[src/rtl/core/fltpm_pkg.sv]
`default_nettype none
package fltpm_pkg;

    localparam int POOL_SLOTS    = 64;
    localparam int TABLE_ENTRIES = 512;
    localparam int MEM_DEPTH     = POOL_SLOTS * TABLE_ENTRIES;

    localparam int IDX_W     = $clog2(TABLE_ENTRIES);
    localparam int SLOT_W    = $clog2(POOL_SLOTS);
    localparam int ADDR_W    = SLOT_W + IDX_W;
    localparam int NFS_W     = $clog2(POOL_SLOTS + 1);

    localparam int ENTRY_W   = 52;
    localparam int VP_W      = 36;
    localparam int PF_W      = 40;
    localparam int FLAGS_W   = 12;
    localparam int CNT_W     = 16;
    localparam int STATUS_W  = 2;
    localparam int TABLES_W  = 7;
    localparam int IN_W      = 104;
    localparam int OUT_W     = 32;
    localparam int OUT_PAD_W = OUT_W - TABLES_W - CNT_W - STATUS_W;

    localparam int CFG_IDX_W  = 2;
    localparam int CFG_DATA_W = 52;

    localparam logic [CFG_IDX_W-1:0] CFG_TABLE_BASE   = 2'd0;
    localparam logic [CFG_IDX_W-1:0] CFG_ALLOC_ENABLE = 2'd1;

    localparam logic [1:0] LVL_PML4 = 2'd0;
    localparam logic [1:0] LVL_PDPT = 2'd1;
    localparam logic [1:0] LVL_PD   = 2'd2;

    typedef enum logic [STATUS_W-1:0] {
        ST_OK        = 2'd0,
        ST_EXHAUSTED = 2'd1,
        ST_MISSING   = 2'd2
    } status_t;

    typedef struct packed {
        logic       clr_wr;
        logic       load;
        logic       page_start;
        logic       rd;
        logic       eval;
        logic       leaf;
        logic       finish;
        logic [1:0] lvl;
    } cmd_t;

    typedef struct packed {
        logic clr_last;
        logic cnt_zero;
        logic eval_err;
        logic out_free;
    } sts_t;

endpackage
`default_nettype wire

[src/rtl/core/fltpm_ctrl.sv]
`default_nettype none
module fltpm_ctrl (
    input  wire logic            clk,
    input  wire logic            rst_n,
    input  wire logic            in_valid,
    output logic                 in_ready,
    input  wire fltpm_pkg::sts_t sts,
    output fltpm_pkg::cmd_t      cmd
);

    typedef enum logic [2:0] {
        S_CLEAR,
        S_IDLE,
        S_PAGE,
        S_RD,
        S_EVAL,
        S_LEAF,
        S_DONE
    } state_t;

    state_t     state_reg;
    logic       ready_reg;
    logic [1:0] lvl_reg;

    always_ff @(posedge clk or negedge rst_n)
    begin
        if (!rst_n)
        begin
            state_reg <= S_CLEAR;
            ready_reg <= 1'b0;
            lvl_reg   <= fltpm_pkg::LVL_PML4;
        end
        else
        begin
            unique case (state_reg)
                S_CLEAR:
                begin
                    if (sts.clr_last)
                    begin
                        state_reg <= S_IDLE;
                        ready_reg <= 1'b1;
                    end
                end
                S_IDLE:
                begin
                    if (in_valid && ready_reg)
                    begin
                        state_reg <= S_PAGE;
                        ready_reg <= 1'b0;
                    end
                end
                S_PAGE:
                begin
                    lvl_reg <= fltpm_pkg::LVL_PML4;
                    if (sts.cnt_zero)
                        state_reg <= S_DONE;
                    else
                        state_reg <= S_RD;
                end
                S_RD:
                begin
                    state_reg <= S_EVAL;
                end
                S_EVAL:
                begin
                    if (sts.eval_err)
                        state_reg <= S_DONE;
                    else if (lvl_reg == fltpm_pkg::LVL_PD)
                        state_reg <= S_LEAF;
                    else
                    begin
                        lvl_reg   <= lvl_reg + 2'd1;
                        state_reg <= S_RD;
                    end
                end
                S_LEAF:
                begin
                    state_reg <= S_PAGE;
                end
                S_DONE:
                begin
                    if (sts.out_free)
                    begin
                        state_reg <= S_IDLE;
                        ready_reg <= 1'b1;
                    end
                end
                default:
                begin
                    state_reg <= S_IDLE;
                    ready_reg <= 1'b1;
                end
            endcase
        end
    end

    assign in_ready = ready_reg;

    always_comb
    begin
        cmd            = '0;
        cmd.clr_wr     = (state_reg == S_CLEAR);
        cmd.load       = (state_reg == S_IDLE) && in_valid && ready_reg;
        cmd.page_start = (state_reg == S_PAGE);
        cmd.rd         = (state_reg == S_RD);
        cmd.eval       = (state_reg == S_EVAL);
        cmd.leaf       = (state_reg == S_LEAF);
        cmd.finish     = (state_reg == S_DONE) && sts.out_free;
        cmd.lvl        = lvl_reg;
    end

endmodule
`default_nettype wire

[config.mk]
export PLATFORM = sky130hd
export DESIGN_NAME = fltpm_ctrl
export DESIGN_NICKNAME = d
export VERILOG_FILES = /design/src/rtl/core/fltpm_pkg.sv /design/src/rtl/core/fltpm_ctrl.sv
export SDC_FILE = /design/constraint.sdc
export NUM_CORES = 1
export LEC_CHECK = 0
export BUFFER_PORTS_ARGS = -buffer_cell sky130_fd_sc_hd__buf_2
export CAP_MARGIN = 40
export CORE_AREA = 2 2 39 41
export DETAILED_ROUTE_END_ITERATION = 8
export DIE_AREA = 0 0 41 43
export PLACE_DENSITY_LB_ADDON = 0.15
export SLEW_MARGIN = 20
export SYNTH_ARGS = -nofsm -noshare
export SYNTH_HDL_FRONTEND = slang
export SYNTH_SLANG_ARGS = --single-unit
[constraint.sdc]
create_clock -name clk -period 3.9 [get_ports clk]
set_clock_uncertainty 0.1 [all_clocks]
set_input_delay 0.195 -clock clk [delete_from_list [all_inputs] [get_ports clk]]
set_output_delay 0.195 -clock clk [all_outputs]
set_load 0.1 [all_outputs]
==> results_dict.tcl <==
set metrics [dict create \
    dieArea_sq_um 1760 \
    areaGrowthSynthToFinish_pct 24.9 \
    nets 79 \
    gp_congestion 0.728 \
    portBuffers 16 \
    die_y_um 43 \
    period_minus_slack_ns 2.09 \
    syn-cell-area_sq_um 442 \
    synth_commonest_cells "dfrtp_1, a21oi_1, nand3_1, nor2_1, o21ai_0" \
    netlist-cell-type-count 25 \
    hold_violations 0 \
    synthDominantAreaCellType "dfrtp_1" \
    drv_cap 0 \
    antennaDiodeCount 0 \
    syn_nets 61 \
    critPathRequiredTime_ns 3.61 \
    drt_iter0_drc 3 \
    clockBufferDepth 2 \
    grt_max_degree 18 \
    place_hpwl_um 748 \
    synth_ff_type "dfrtp_1" \
    hold_class "in2reg" \
    grt_pass1_wl_um 1520 \
    via_count 449 \
    start_util_pct 31.9 \
    cp-end-kind "primary output" \
    fp.coreArea_sq_um 1380 \
    grt_usage_pct 13.3 \
    synth_edf_count 0 \
    ys_warn_count 0 \
    synthAdderAreaFrac_pct 2.83 \
    firstDrtPassIters 4 \
    maxSlewViolCount 0 \
    synth_top_family_by_area "compound AO/OA/AOI/OAI gates" \
    holdWs_ns 0.194 \
    routedWlPerCell_um 11.6 \
    post-route-period-util_pct 53.5 \
    synth.most_common_cell "dfrtp_1" \
    synth_seq_cells 6 \
    critPathMaxFanout 17 \
    overflow 0 \
    async_flop_share_pct 100 \
    rsz0062_at_grt "false" \
    layout-drive-gt1-share_pct 30.4 \
    synth_compound_area_share_pct 28.0 \
    max_slew_margin_pct 67.9 \
    syn_avg_cell_area_sq_um 8.33 \
    cts_hold_buf 1 \
    wl_um 982 \
    status "complete, no violations" \
    clk_latency_ns 0.24 \
    worst_pin_slew_ns 0.485 \
    yosysTopAreaCellShare_pct 34.0 \
    vias_per_cell 5.28 \
    remaining_drc_errors 0 \
    first_global_vias 375 \
    post_cts_buffers 0 \
    cts_resized 0 \
    antenna_found_initial 0 \
    start_kind "register" \
    reg2reg_slack_ns 2.24 \
    syn_inst 53 \
    worstSetupPathType "reg2out" \
    cts_tree "yes" \
    cts_sinks 6 \
    cts_buffers 3 \
    yosys.area_share.simple_pct 27.5 \
    io_pins 17 \
    die_x_um 41 \
    synth-seq-area-share_pct 34.0 \
    synthMuxAreaShare_pct 0 \
    cts.htree.levels 1 \
    timing.fmax_ghz 0.479 \
    synth_xor_area_share_pct 0 \
    largest_reg_flops 3 \
    crit_arrival_ns 1.79 \
    drtAntennaViolNets 0 \
    row_count 14 \
    fillers 149 \
    clkTransAtPathRegs_ns 0.04 \
    timing.setup.tns_ns 0 \
    clockRootBuffer "clkbuf_4" \
    final-setup-viol-count 0 \
    synthTopCellsByArea "dfrtp_1, and3b_1, a21oi_1, nand3_1, o21ai_0" \
]
-- worst max-delay path, cell delays in order (launching register included) --
cell	delay [ns]
dfrtp_1	0.54
or3b_1	0.49
inv_1	0.10
buf_2	0.42
-- logic make-up (layout without fill, tap and decap cells) --
logic type	count (synthesis)	after routing
AND/OR/NAND/NOR	20	20
buffers and inverters	7	23
flip-flops	6	6
AO/OA/AOI/OAI	19	19
adder cells (fa/ha/maj)	1	1
-- cell type report --
| cell class | instances | area, sq um | share of cell area [%] |
|---|---|---|---|
| Multi-Input combinational cell | 40 | 258 | 46.7 |
| Inverter | 3 | 11.3 | 2.04 |
| Clock buffer | 3 | 22.5 | 4.08 |
| Sequential cell | 6 | 150 | 27.2 |
| Tap cell | 16 | 20.0 | 3.63 |
| Timing Repair Buffer | 17 | 90.1 | 16.3 |
-- metal layers --
layer	global-route usage (%)	vias to the layer above	share of wire [%]
li1	-	231	-
met1	15.4	205	48
met2	20.9	13	48
met3	6.28	0	4.6
met4	4.00	0	0
met5	0	-	0
-- worst paths after layout --
check                                           endpoint  cells after the start                      from
worst max-delay path                              cmd[4]                      3  state_reg[0]$_DFFE_PN0P_
worst min-delay path            state_reg[2]$_DFFE_PN0P_                      3                    sts[2]
worst max register to register    lvl_reg[1]$_DFFE_PN0P_                      3  state_reg[0]$_DFFE_PN0P_
worst min register to register    lvl_reg[0]$_DFFE_PN0P_                      2    lvl_reg[0]$_DFFE_PN0P_
max in group asynchronous       state_reg[0]$_DFFE_PN0P_                      2                     rst_n
min in group asynchronous         lvl_reg[0]$_DFFE_PN0P_                      2                     rst_n
-- through the flow --
step                utilization, %  instances  instance area [sq um]  worst slack, ns
floorplan                        -         53                    442            0.659
global placement              37.5         81                    519             2.09
detailed placement            37.5         81                    519             2.07
CTS                           39.9         85                    552             1.81
global route                  39.9         85                    552             1.72
finish                        39.9         85                    552             1.81
-- cell usage in the layout (no fill, tap or decap) --
cell           instances
nor3_1                 1
or2_2                  1
o211ai_1               1
inv_1                  3
dlygate4sd3_1          1
o22ai_1                2
nand2_1                2
ha_1                   1
or3b_1                 1
and3b_1                3
nand3_1                4
dfrtp_1                6
o221ai_1               1
o311ai_0               1
nor3b_1                2
o21ai_0                4
a2111o_1               1
o31ai_1                1
a31oi_1                2
nand2b_1               1
a21oi_1                5
or3b_4                 1
o2bb2a_1               1
buf_2                 16
nor2_1                 4
clkbuf_4               3
Power is left out: the tool's default activity adds up to more than one toggle a clock period on the data nets, which glitch-free logic cannot reach.
